**src/hw/rtl/pts_pkg.sv**
```systemverilog
// Types and constants of the pulse train sequencer.
package pts_pkg;

	localparam int CFG_IDX_W = 3;
	localparam int CFG_DATA_W = 20;
	localparam int LEN_W = 20;
	localparam int STEP_W = 16;
	localparam int COUNT_W = 5;
	// pulse number runs 0 .. pulse_count + 1
	localparam int NUM_W = 6;
	// base + (n - 1) * step before saturation
	localparam int SUM_W = 23;

	localparam logic [CFG_IDX_W-1:0] CFG_SYNC_LEN = 3'd0;
	localparam logic [CFG_IDX_W-1:0] CFG_BASE_ON_LEN = 3'd1;
	localparam logic [CFG_IDX_W-1:0] CFG_ON_STEP = 3'd2;
	localparam logic [CFG_IDX_W-1:0] CFG_LOW_LEN = 3'd3;
	localparam logic [CFG_IDX_W-1:0] CFG_PULSE_COUNT = 3'd4;
	localparam logic [CFG_IDX_W-1:0] CFG_PAUSE_LEN = 3'd5;
	localparam logic [CFG_IDX_W-1:0] CFG_DEBOUNCE = 3'd6;

	localparam logic [LEN_W-1:0] RST_SYNC_LEN = 20'd50;
	localparam logic [LEN_W-1:0] RST_BASE_ON_LEN = 20'd1300;
	localparam logic [STEP_W-1:0] RST_ON_STEP = 16'd50;
	localparam logic [LEN_W-1:0] RST_LOW_LEN = 20'd1200;
	localparam logic [COUNT_W-1:0] RST_PULSE_COUNT = 5'd17;
	localparam logic [LEN_W-1:0] RST_PAUSE_LEN = 20'd3500;
	localparam logic [LEN_W-1:0] RST_DEBOUNCE = 20'd250000;

	typedef enum logic [2:0] {
		PH_STOPPED = 3'b001,
		PH_SYNC    = 3'b010,
		PH_PULSING = 3'b100
	} phase_t;

endpackage

```
**src/hw/rtl/pulse_train_sequencer.sv**
```systemverilog
// Pulse train sequencer: debounced buttons driving a sync and data pulse frame.
//
// Input channel (in_valid/in_ready): one word per time tick carrying the
// enable_press and mode_press falling-edge flags.
// Output channel (out_valid/out_ready): one word per tick with data_level,
// sync_level, running and reversed as they stand after that tick.
// Configuration: cfg_wr_en writes cfg_wdata to register cfg_addr in the
// same edge; index 7 is ignored. Write only while no tick is in flight.
// Flow: a tick word accepted into the input register moves on to the state
// and output registers when the output is free. Throughput: one word per
// cycle while out_ready is high; the next state is computed in one pass
// and lands in the state and output registers together.
// Reset: stopped, normal order, debounce counters at zero (early presses
// are ignored), registers at their default values.
// Stall: while out_ready is low the output word holds; one more word may
// enter the input register, after which in_ready drops.
module pulse_train_sequencer
	import pts_pkg::*;
#(
	parameter int TIME_WIDTH = 20
) (
	input  logic                  clk,
	input  logic                  arst_n,
	input  logic                  cfg_wr_en,
	input  logic [CFG_IDX_W-1:0]  cfg_addr,
	input  logic [CFG_DATA_W-1:0] cfg_wdata,
	input  logic                  in_valid,
	output logic                  in_ready,
	input  logic                  enable_press,
	input  logic                  mode_press,
	output logic                  out_valid,
	input  logic                  out_ready,
	output logic                  data_level,
	output logic                  sync_level,
	output logic                  running,
	output logic                  reversed
);

	localparam int CW = (TIME_WIDTH > SUM_W) ? TIME_WIDTH : SUM_W;
	localparam logic [CW-1:0] TMAX_C = CW'((64'd1 << TIME_WIDTH) - 64'd1);
	localparam logic [TIME_WIDTH-1:0] TMAX_T = {TIME_WIDTH{1'b1}};

	function automatic logic [TIME_WIDTH-1:0] sat_time(input logic [SUM_W-1:0] v);
		logic [CW-1:0] ve;
		ve = CW'(v);
		return (ve > TMAX_C) ? TIME_WIDTH'(TMAX_C) : TIME_WIDTH'(ve);
	endfunction

	function automatic logic [TIME_WIDTH-1:0] sat_inc(input logic [TIME_WIDTH-1:0] v);
		return (v == TMAX_T) ? v : v + TIME_WIDTH'(1);
	endfunction

	// configuration registers
	logic [LEN_W-1:0]   sync_len_q, base_on_len_q, low_len_q, pause_len_q, debounce_q;
	logic [STEP_W-1:0]  on_step_q;
	logic [COUNT_W-1:0] pulse_count_q;

	// input stage
	logic valid_s1, enable_s1, mode_s1;
	logic advance;

	// sequencer state
	logic                  run_q, rev_q, data_q, sync_q;
	phase_t                phase_q;
	logic [NUM_W-1:0]      num_q;
	logic [TIME_WIDTH-1:0] ticks_q, en_since_q, md_since_q;
	logic                  out_valid_q;

	// next state
	logic                  n_run, n_rev, n_data, n_sync, restart, done;
	phase_t                n_phase;
	logic [NUM_W-1:0]      n_num, start_num, km1;
	logic [TIME_WIDTH-1:0] n_ticks, n_en_since, n_md_since, limit;

	always_ff @(posedge clk or negedge arst_n) begin
		if (!arst_n) begin
			sync_len_q    <= RST_SYNC_LEN;
			base_on_len_q <= RST_BASE_ON_LEN;
			on_step_q     <= RST_ON_STEP;
			low_len_q     <= RST_LOW_LEN;
			pulse_count_q <= RST_PULSE_COUNT;
			pause_len_q   <= RST_PAUSE_LEN;
			debounce_q    <= RST_DEBOUNCE;
		end else if (cfg_wr_en) begin
			case (cfg_addr)
				CFG_SYNC_LEN:    sync_len_q    <= cfg_wdata;
				CFG_BASE_ON_LEN: base_on_len_q <= cfg_wdata;
				CFG_ON_STEP:     on_step_q     <= cfg_wdata[STEP_W-1:0];
				CFG_LOW_LEN:     low_len_q     <= cfg_wdata;
				CFG_PULSE_COUNT: pulse_count_q <= cfg_wdata[COUNT_W-1:0];
				CFG_PAUSE_LEN:   pause_len_q   <= cfg_wdata;
				CFG_DEBOUNCE:    debounce_q    <= cfg_wdata;
				default: ;
			endcase
		end
	end

	assign advance  = valid_s1 && (!out_valid_q || out_ready);
	assign in_ready = !valid_s1 || advance;

	always_ff @(posedge clk or negedge arst_n) begin
		if (!arst_n) begin
			valid_s1 <= 1'b0;
		end else if (in_ready) begin
			valid_s1 <= in_valid;
		end
	end

	always_ff @(posedge clk) begin
		if (in_valid && in_ready) begin
			enable_s1 <= enable_press;
			mode_s1   <= mode_press;
		end
	end

	always_comb begin
		n_run      = run_q;
		n_rev      = rev_q;
		n_phase    = phase_q;
		n_num      = num_q;
		n_data     = data_q;
		n_sync     = sync_q;
		n_ticks    = ticks_q;
		restart    = 1'b0;
		done       = 1'b0;
		km1        = '0;
		limit      = sat_time(SUM_W'(debounce_q));
		n_en_since = sat_inc(en_since_q);
		n_md_since = sat_inc(md_since_q);

		if (enable_s1 && n_en_since >= limit) begin
			n_en_since = '0;
			if (n_run) begin
				n_run   = 1'b0;
				n_phase = PH_STOPPED;
				n_data  = 1'b0;
				n_sync  = 1'b0;
				n_ticks = '0;
			end else begin
				n_run   = 1'b1;
				n_phase = PH_SYNC;
				restart = 1'b1;
			end
		end
		if (mode_s1 && n_md_since >= limit) begin
			n_md_since = '0;
			n_rev      = !n_rev;
			if (n_run) begin
				n_phase = PH_SYNC;
				restart = 1'b1;
			end
		end

		start_num = n_rev ? NUM_W'(pulse_count_q) + NUM_W'(1) : '0;

		if (n_run) begin
			if (restart || ticks_q <= TIME_WIDTH'(1)) begin
				case (n_phase)
					PH_SYNC: begin
						n_ticks = sat_time(SUM_W'(sync_len_q));
						n_phase = PH_PULSING;
						n_data  = 1'b0;
						n_num   = start_num;
						n_sync  = 1'b1;
					end
					PH_PULSING: begin
						n_sync = 1'b0;
						if (n_data) begin
							n_ticks = sat_time(SUM_W'(low_len_q));
							n_data  = 1'b0;
						end else begin
							if (n_rev) begin
								if (n_num != '0) n_num = n_num - NUM_W'(1);
							end else begin
								n_num = n_num + NUM_W'(1);
							end
							km1     = (n_num != '0) ? n_num - NUM_W'(1) : '0;
							n_ticks = sat_time(SUM_W'(base_on_len_q) + SUM_W'(km1 * on_step_q));
							n_data  = 1'b1;
						end
						done = n_rev ? (n_num == '0)
							: (n_num >= NUM_W'(pulse_count_q) + NUM_W'(1));
						if (done) begin
							n_data  = 1'b0;
							n_num   = start_num;
							n_ticks = sat_time(SUM_W'(pause_len_q));
							n_phase = PH_SYNC;
						end
					end
					default: begin
						n_run   = 1'b0;
						n_phase = PH_STOPPED;
						n_data  = 1'b0;
						n_sync  = 1'b0;
						n_ticks = '0;
					end
				endcase
			end else begin
				n_ticks = ticks_q - TIME_WIDTH'(1);
			end
		end
	end

	always_ff @(posedge clk or negedge arst_n) begin
		if (!arst_n) begin
			run_q       <= 1'b0;
			rev_q       <= 1'b0;
			phase_q     <= PH_STOPPED;
			num_q       <= '0;
			data_q      <= 1'b0;
			sync_q      <= 1'b0;
			ticks_q     <= '0;
			en_since_q  <= '0;
			md_since_q  <= '0;
			out_valid_q <= 1'b0;
		end else if (advance) begin
			run_q       <= n_run;
			rev_q       <= n_rev;
			phase_q     <= n_phase;
			num_q       <= n_num;
			data_q      <= n_data;
			sync_q      <= n_sync;
			ticks_q     <= n_ticks;
			en_since_q  <= n_en_since;
			md_since_q  <= n_md_since;
			out_valid_q <= 1'b1;
		end else if (out_ready) begin
			out_valid_q <= 1'b0;
		end
	end

	// the state registers double as the output word: they only change
	// when the previous word leaves
	assign out_valid  = out_valid_q;
	assign data_level = data_q;
	assign sync_level = sync_q;
	assign running    = run_q;
	assign reversed   = rev_q;

endmodule

```
**config.mk**
```make
export PLATFORM = sky130hd
export DESIGN_NAME = pulse_train_sequencer
export DESIGN_NICKNAME = d
export VERILOG_FILES = /design/src/hw/rtl/pts_pkg.sv /design/src/hw/rtl/pulse_train_sequencer.sv
export SDC_FILE = /design/constraint.sdc
export NUM_CORES = 1
export LEC_CHECK = 0
export ABC_AREA = 1
export BUFFER_PORTS_ARGS = -buffer_cell sky130_fd_sc_hd__buf_2
export CORE_ASPECT_RATIO = 0.9
export CORE_MARGIN = 5
export CORE_UTILIZATION = 55
export DETAILED_ROUTE_END_ITERATION = 12
export PLACE_DENSITY = 0.71
export SLEW_MARGIN = 25
export SYNTH_ARGS = -nofsm -noshare
export SYNTH_HDL_FRONTEND = slang
export SYNTH_SLANG_ARGS = --single-unit
```
**constraint.sdc**
```tcl
create_clock -name clk -period 9.34 [get_ports clk]
set_input_delay 0.934 -clock clk [delete_from_list [all_inputs] [get_ports clk]]
set_output_delay 0.934 -clock clk [all_outputs]
set_load 0.05 [all_outputs]
```
Word level (Yosys, flattened, before mapping). Cells that the tools add are included.

Register bits after elaboration: 198. Input port bits: 30. Output and inout bits: 6. Logic and storage cells: 130.

Add/sub/neg operators: 8. Multipliers: 1. Magnitude comparators: 5. Equality and inequality tests: 10. Muxes and demuxes: 58. Reduce and logical (&&, ||, !) cells: 28.

Operators with widths (number): two-way mux 20 bit (11); two-way mux 6 bit (13); adder 20 x 1 -> 20 bit, second input constant (2); == test 20 bit, second input constant (2); >= comparator 20 bit (2); one-hot mux 20 bit (2 select lines) (1); two-way mux 1 bit (24); adder 20 x 22 -> 23 bit (1); greater-than comparator 23 x 20 -> 1 bit, second input constant (1); multiplier 6 x 16 -> 22 bit (1); less-or-equal comparator 20 x 1 -> 1 bit, second input constant (1); subtractor 20 x 1 -> 20 bit, second input constant (1); two-way mux 3 bit (6); AND reduction 2 bit (7); == test 3 bit, second input constant (4); one-hot mux 6 bit (2 select lines) (1); nonzero test 6 bit (2); subtractor 6 x 1 -> 6 bit, second input constant (2); == test 3 x 2 -> 1 bit, second input constant (3); nonzero test 2 bit (4); adder 5 x 1 -> 6 bit, second input constant (1); adder 6 x 1 -> 6 bit, second input constant (1); >= comparator 6 bit (1); zero test 6 bit (1); 10 further kinds (17).

Longest topological paths before layout. Gate-level depths: netlist of run 1.

Word-level depth: 22. Gate-level depth with buffers: 60. Gate-level depth less buffers: 59.

Worst setup path before layout of run 1. OpenSTA, ideal clock, no wires.

Kind: reg-to-reg. From: reg md_since_q[0]. To: reg ticks_q[16]. Library setup time: 0.116 ns. Arrival time: 8.208 ns. Data required time: 9.224 ns. Slack: 1.016 ns. Cell stages (with the launch flop): 59. Buffers on the path: 3. Period minus slack after synthesis: 8.324 ns. Cells stage by stage: dfrtp_1 -> ha_1 -> nand2_1 -> nor3_2 -> nand2_1 -> nor3_1 -> inv_1 -> nor2_1 -> inv_1 -> nor2_2 -> inv_1 -> nand4_1 -> xor2_1 -> inv_1 -> ha_1 -> nand2_1 -> inv_1 -> nand2_1 -> [23 not listed] -> inv_1 -> ha_1 -> nand2_1 -> nor3_1 -> nand4_1 -> nand3_1 -> nand3_1 -> nand2_1 -> nand3_1 -> nand2_1 -> xor2_1 -> nor3_1 -> clkbuf_1 -> nand3_1 -> nand2_1 -> nand2_1 -> nand2_1 -> nand2_1.

Cells in the longest elaborated chain, start to end: 21. Elaborated cells between the ends (all ways): 35. Classes of those cells: add/sub: 3; mul: 1; order compare: 3; eq/ne: 3; mux: 21; reduce/logical: 4.

Ends and longest elaborated chain: from (decl) (RTL line pulse_train_sequencer.sv:66) `logic [TIME_WIDTH-1:0] ticks_q, en_since_q, md_since_q;`; from (signal assigned) (RTL line pulse_train_sequencer.sv:225) `md_since_q <= n_md_since;`; adder 20 x 1 -> 20 bit or == test 20 bit (tied branches) (RTL line pulse_train_sequencer.sv:50) `return (v == TMAX_T) ? v : v + TIME_WIDTH'(1);`; two-way mux 20 bit * (RTL line pulse_train_sequencer.sv:50); >= comparator 20 bit * (RTL line pulse_train_sequencer.sv:145) `if (mode_s1 && n_md_since >= limit) begin`; logical AND 1 bit * (RTL line pulse_train_sequencer.sv:145); two-way mux 1 bit (RTL line pulse_train_sequencer.sv:145); two-way mux 6 bit (RTL line pulse_train_sequencer.sv:172) `if (n_rev) begin`; two-way mux 6 bit (RTL line pulse_train_sequencer.sv:168) `if (n_data) begin`; two-way mux 6 bit (RTL line pulse_train_sequencer.sv:158) `case (n_phase)`; [5 not listed]; adder 20 x 22 -> 23 bit (RTL line pulse_train_sequencer.sv:178) `n_ticks = sat_time(SUM_W'(base_on_len_q) + SUM_W'(km1 * on_step_q));`; greater-than comparator 23 x 20 -> 1 bit (RTL line pulse_train_sequencer.sv:46) `return (ve > TMAX_C) ? TIME_WIDTH'(TMAX_C) : TIME_WIDTH'(ve);`; two-way mux 20 bit (RTL line pulse_train_sequencer.sv:46); two-way mux 20 bit (RTL line pulse_train_sequencer.sv:168); two-way mux 20 bit (RTL line pulse_train_sequencer.sv:183) `if (done) begin`; one-hot mux 20 bit (2 select lines) (RTL line pulse_train_sequencer.sv:158); two-way mux 20 bit * (RTL line pulse_train_sequencer.sv:157) `if (restart || ticks_q <= TIME_WIDTH'(1)) begin`; two-way mux 20 bit * (RTL line pulse_train_sequencer.sv:156) `if (n_run) begin`; to (signal assigned) (RTL line pulse_train_sequencer.sv:223) `ticks_q <= n_ticks;`; to (decl) (RTL line pulse_train_sequencer.sv:66).

Every way passes the cells marked *; elsewhere a longest branch is shown, timed or not. The select of a mux whose other input is x is not followed. A chain may end at the register's enable or synchronous reset.

Worst setup path in the final report of run 1.
From: reg md_since_q[1]. To: reg ticks_q[8].

Same word-level chain as after synthesis.

==> results of run 1 <==
==> through the flow <==
step	setup TNS (ps)	instance area, µm²	utilization, %
after CTS	0	16800	59.8
after global routing	-3900	17600	62.6
after floorplan	0	15800	-
final	0	17600	62.6
after global placement	0	16200	57.5
after detailed placement	-61.8	16200	57.6
==> cell usage in the layout, fill, tap and decap left out, types with 5 or more instances in the layout <==
cell type / Yosys / layout
clkinvlp_4: 0 / 5
o21a_1: 7 / 7
a31oi_1: 5 / 5
dfstp_2: 31 / 31
nand3_2: 12 / 17
a21oi_2: 1 / 7
nor2_4: 12 / 17
nor3_2: 6 / 10
o211ai_1: 13 / 13
xnor2_1: 19 / 19
clkbuf_16: 0 / 18
dfrtp_1: 165 / 165
nand2_2: 7 / 14
nand2_1: 523 / 510
xor2_1: 46 / 46
o21ai_0: 175 / 173
fa_1: 74 / 73
ha_4: 0 / 14
a21oi_1: 51 / 44
inv_2: 7 / 8
nand3_1: 104 / 98
ha_1: 97 / 82
nor2_1: 196 / 188
nand4_1: 20 / 20
inv_1: 369 / 360
nor3_1: 19 / 12
nand2_4: 4 / 8
o22ai_1: 15 / 15
buf_4: 5 / 39
o21ai_1: 17 / 19
nor4_1: 12 / 12
buf_2: 9 / 35
nor2_2: 5 / 8
==> synth_stat cells (12+ instances only) <==
master and instances:
dfrtp_1 165, xnor2_1 19, o22ai_1 15, dfstp_2 31
o211ai_1 13, o21ai_1 17, ha_1 97, nand4_1 20
nand3_1 104, nor2_1 196, clkbuf_1 44, nor3_1 19
nor4_1 12, fa_1 74, o21ai_0 175, nand3_2 12
xor2_1 46, a21oi_1 51, inv_1 369, nor2_4 12
nand2_1 523
==> flip-flops by register name, summed over array words and instances, names as in the netlist, 5 cells and up <==
register / cells
base_on_len_q: 20
debounce_q: 20
en_since_q: 20
low_len_q: 20
md_since_q: 20
pause_len_q: 20
sync_len_q: 20
ticks_q: 20
on_step_q: 16
num_q: 6
pulse_count_q: 5
==> what timing repair did <==
item,4_1_cts,5_1_grt
setup endpoints to repair,20,20
setup buffers,0,33
pin swaps,0,46
resized for setup,7,98
cloned,0,4
==> path summary, 6_finish.rpt <==
check | from | endpoint | slack [ps] | cells past startpoint
max reg2reg | md_since_q[1] | ticks_q[8] | 230 | 58
min reg2reg | debounce_q[1] | debounce_q[1] | 490 | 2
max in group asynchronous | arst_n | base_on_len_q[14] | 7400 | 2
min in group asynchronous | arst_n | en_since_q[3] | 520 | 1
max | md_since_q[1] | ticks_q[8] | 230 | 58
min | debounce_q[1] | debounce_q[1] | 490 | 2
==> layout make-up <==
| type | instances | area [µm²] | share of cell area [%] |
|---|---|---|---|
| Multi-Input combinational cell | 1469 | 9460 | 53.8 |
| Sequential cell | 198 | 5000 | 28.5 |
| Inverter | 377 | 1450 | 8.23 |
| Timing Repair Buffer | 84 | 597 | 3.39 |
| Tap cell | 360 | 450 | 2.56 |
| Clock buffer | 18 | 439 | 2.50 |
| Clock inverter | 14 | 179 | 1.02 |
| Timing Repair inverter | 1 | 6.26 | 0.0356 |
==> worst register-to-register path, delay by kind of cell, from the launching register on <==
family	cells	cell delay, ps
compound gates	1	210
flops	1	400
simple gates	33	3680
xor+xnor	2	270
buf+inv	14	1540
fa+ha+maj	8	2910
==> layer usage <==
| metal | GRT usage (%) | vias up | wire length [µm] |
|---|---|---|---|
| li1 | - | 6682 | - |
| met1 | 37.4 | 6679 | 19200 |
| met3 | 5.06 | 80 | 3500 |
| met5 | 0 | - | 0 |
| met2 | 42.1 | 517 | 19700 |
| met4 | 6.30 | 0 | 935 |
==> logic make-up after synthesis <==
| kind of cell | synth area share [%] |
|---|---|
| flops | 31.7 |
| xor+xnor | 3.71 |
| simple gates | 26.1 |
| buf+inv | 11.2 |
| fa+ha+maj | 17.1 |
| compound gates | 10.2 |
==> flow_summary.json, run 1 <==
{
  "synth_nets": 2315,
  "hold_viol": 0,
  "port_buffers": 35,
  "cp_common_cell": "nand2_1",
  "synth_top_area_share_pct": 26.2,
  "synth_cell_type_count": 54,
  "die_x_um": 188,
  "cts_root_buf": "clkbuf_16",
  "nNetsFinal": 2349,
  "area_growth_pct": 11.5,
  "synth.area.top_cells": "dfrtp_1 (26%), nand2_1 (12%), fa_1 (9.4%)",
  "syn_area_um2": 15800,
  "crit_arrival_ps": 9460,
  "die_height_um": 171,
  "timing.hold.ws_ps": 487,
  "ant_nets": 0,
  "vias": 14000,
  "gp_congestion": 0.918,
  "setup_ws_ps": 229,
  "grt_pass1_wl_mm": 67.9,
  "io_pins": 36,
  "overflow": 0,
  "n_antenna_cell": 0,
  "critPathTopFamily": "simple AND/OR/NAND/NOR gates",
  "grt_pass1_vias": 13200,
  "max_freq_mhz": 110,
  "routed_wl_mm": 43.3,
  "cp_slowest_cell": "fa_2",
  "required_ps": 9690,
  "worst_pin_slew_ps": 880,
  "drive_above_1_share_pct": 12.9,
  "antenna_found_initial": 0,
  "cts.sinks": 198,
  "async_flop_share_pct": 99.0,
  "grt_start_max_net_pins": 86,
  "cp_slowest_stage_delay_ps": 570,
  "ctsHtreeMaxLevel": 4,
  "cts_max_path_buffers": 2,
  "holdCritPathClass": "register to register",
  "instances_no_fill": 2521,
  "setup_viol": 0,
  "num_rows": 58,
  "ys.flop_type": "dfrtp_1",
  "synth_seq_area_share_pct": 31.7,
  "vias_per_cell": 5.54,
  "fin_skew_ps": 10.7,
  "yosysWarnings": 0,
  "slew_headroom_pct": 41.3,
  "cp-end-kind": "register",
  "dp_hpwl_mm": 30.6,
  "cp_max_fo": 8,
  "firstDrtPassIters": 6,
  "maxCapViolCount": 0,
  "synth-seq-cells": 198,
  "timing.final.crit_period_ps": 9110,
  "synth_top_area_cell": "dfrtp_1",
  "clk_pin_slew_ps": 80,
  "hold_buffers": 0,
  "outcome": "finished, final reports clean",
  "synth_edf_count": 2,
  "dp.cells": 2452,
  "place_ws_ps": -27.4,
  "avgSynthCellArea_um2": 7.46,
  "cts_tree": "done",
  "numCtsBuffers": 17,
  "die-area_um2": 32200,
  "drt_iter0_markers": 1430,
  "crit_buf_inv": 14,
  "worstSetupPathType": "register to register",
  "fin_crit_sh_pct": 97.5,
  "clock_latency_ps": 460,
  "avgRoutedWirePerCell_um": 17.2,
  "slew_viol_final": 0,
  "start_util_pct": 56.1,
  "grt.total_usage_pct": 26.3,
  "num-fill-cells": 2424,
  "drc": 0,
  "synthCells": 2114,
  "worstSetupStartpointType": "register",
  "core_um2": 28100
}
Power of run 1 is left out: the tool's default activity adds up to more than one toggle a clock period on the data nets, which glitch-free logic cannot reach.
==> run 2: changes to the inputs <==
- PLACE_DENSITY: 0.71 -> 0.74
- clock period: 9.34 -> 7.7 ns (I/O delays scaled with it)
==> run 2 against run 1 <==
Net effect: sequential cell count unchanged; non-clock buffer count up 138; the run now ends with negative setup slack left; global-route usage up 1.3 points; wire length up 1.5%; critical path depth down 4; hold slack worse by 52 ps; register-to-register slack worse by 1100 ps; critical path type unchanged; largest cell class unchanged; maximum frequency up 5.9%; via count up 4.5%; clock skew about the same; worst setup slack worse by 1100 ps.
==> flow_summary.json, run 2 (synthesized netlist as in run 1, its figures left out) <==
{
  "vias": 14600,
  "n_antenna_cell": 0,
  "rsz0062_at_grt": "true",
  "grt.total_usage_pct": 27.6,
  "cts_max_path_buffers": 2,
  "drt_iter0_markers": 1170,
  "maxCapViolCount": 0,
  "multi_input_area_um2": 9760,
  "final_common_cell": "nand2_1",
  "setup_viol": 20,
  "fin_skew_ps": 10.5,
  "crit_arrival_ps": 8940,
  "instances_no_fill": 2658,
  "clk_pin_slew_ps": 80,
  "outcome": "complete, but fails checks",
  "cp_slowest_stage_delay_ps": 560,
  "area_growth_pct": 20.4,
  "setup_ws_ps": -903,
  "worstSetupPathType": "register to register",
  "io_pins": 36,
  "postPlaceCellArea_um2": 17500,
  "ctsHtreeMaxLevel": 4,
  "gr-max-usage-layer": "met2",
  "fin_crit_sh_pct": 112,
  "avgRoutedWirePerCell_um": 16.6,
  "core_um2": 28100,
  "antenna_found_initial": 0,
  "start_util_pct": 56.1,
  "hold_viol": 0,
  "slew_viol_final": 0,
  "overflow": 0,
  "drive_above_1_share_pct": 20.9,
  "clock_latency_ps": 450,
  "required_ps": 8040,
  "grt_pass1_vias": 14500,
  "cp_slowest_cell": "fa_1",
  "max_freq_mhz": 116,
  "cts_tree": "done",
  "met1_usage_pct": 38.3,
  "dp.cells": 2577,
  "gp_congestion": 0.921,
  "use_met2_pct": 44.9,
  "violations": "negative setup slack",
  "grt_start_max_net_pins": 122,
  "num_rows": 58,
  "firstDrtPassIters": 6,
  "nNetsFinal": 2486,
  "dp_hpwl_mm": 31.4,
  "place_ws_ps": -1090,
  "mostFrequentLayoutCells": "nand2_1 (489), inv_1 (354), nor2_1 (177)",
  "ant_nets": 0,
  "die_x_um": 188,
  "cts.sinks": 198,
  "cts_root_buf": "clkbuf_16",
  "met3_usage_pct": 5.67,
  "cp_max_fo": 5,
  "holdCritPathClass": "input port to asynchronous set/reset pin",
  "final_util_pct": 67.6,
  "slew_headroom_pct": 36.9,
  "cp-end-kind": "register",
  "drc": 0,
  "design_area_um2": 19000,
  "numCtsBuffers": 17,
  "cp_common_cell": "nand2_1",
  "die_height_um": 171,
  "num-fill-cells": 2285,
  "vias_per_cell": 5.49,
  "grt_pass1_wl_mm": 71.9,
  "port_buffers": 35,
  "worstSetupStartpointType": "register",
  "die-area_um2": 32200,
  "worst_pin_slew_ps": 946,
  "seq_area_um2": 5000,
  "timing.final.crit_period_ps": 8600,
  "routed_wl_mm": 44.0
}
==> run 2: cell types whose count changed in the layout (fill, tap and decap cells not counted), moves of 4 or more <==
| cell | delta |
|---|---|
| buf_4 | +133 |
| inv_1 | -6 |
| clkinv_2 | +5 |
| nand3_1 | -13 |
| inv_2 | +7 |
| nand2_2 | +18 |
| nor2_2 | +6 |
| buf_6 | +4 |
| clkinv_4 | +4 |
| nand3_2 | +12 |
| nor2_1 | -11 |
| nand2_1 | -21 |
| nor2_4 | +5 |
| o21ai_0 | -4 |
==> run 2: layout make-up <==
type | count | share of cell area [%]
clock inverters | 15 | 0.929
repair inverters | 1 | 0.0395
repair buffers | 222 | 9.13
multi-input cells | 1468 | 51.4
flip-flops and latches | 198 | 26.3
well taps | 360 | 2.37
clock buffers | 17 | 2.24
inverters | 377 | 7.54
==> run 2: critical path, delay by kind of cell (launching register included) <==
kind                     cells  cell delay (ps)
AO/OA/AOI/OAI                4              570
XOR/XNOR                     2              370
adder cells (fa/ha/maj)      7             2740
buffers and inverters       11             1500
flip-flops                   1              370
AND/OR/NAND/NOR             30             2910
==> run 2: routing by layer <==
metal | share of wire (%) | wire length (µm) | vias to the layer above
met2 | 45 | 20000 | 518
met3 | 7.3 | 3190 | 74
li1 | - | - | 6960
met5 | 0 | 0 | -
met1 | 45 | 19900 | 7028
met4 | 2.0 | 899 | 0
==> run 2: final timing paths <==
kind | from | end | slack, ps | cells after the start
max reg2reg | md_since_q[0] | ticks_q[13] | -900 | 54
min | arst_n | en_since_q[18] | 440 | 1
max | md_since_q[0] | ticks_q[13] | -900 | 54
min in group clk | low_len_q[0] | low_len_q[0] | 490 | 2
max in group asynchronous | arst_n | on_step_q[3] | 5980 | 2
min reg2reg | low_len_q[0] | low_len_q[0] | 490 | 2
==> run 2: metrics by stage <==
step           hold WS [ps]  setup TNS [ps]
2_1_floorplan           448           -6030
3_3_place_gp            467          -15570
3_5_place_dp            473          -20530
4_1_cts                 488          -11740
5_1_grt                 488          -25760
6_report                435          -17450
==> run 2: repair_timing <==
item | 4_1_cts | 5_1_grt
setup endpoints to repair | 20 | 20
pin swaps | 44 | 14
hold buffers | 0 | 0
setup buffers | 31 | 14
gates cloned | 5 | 0
resized for setup | 77 | 39
Power of run 2 is left out for the same reason.
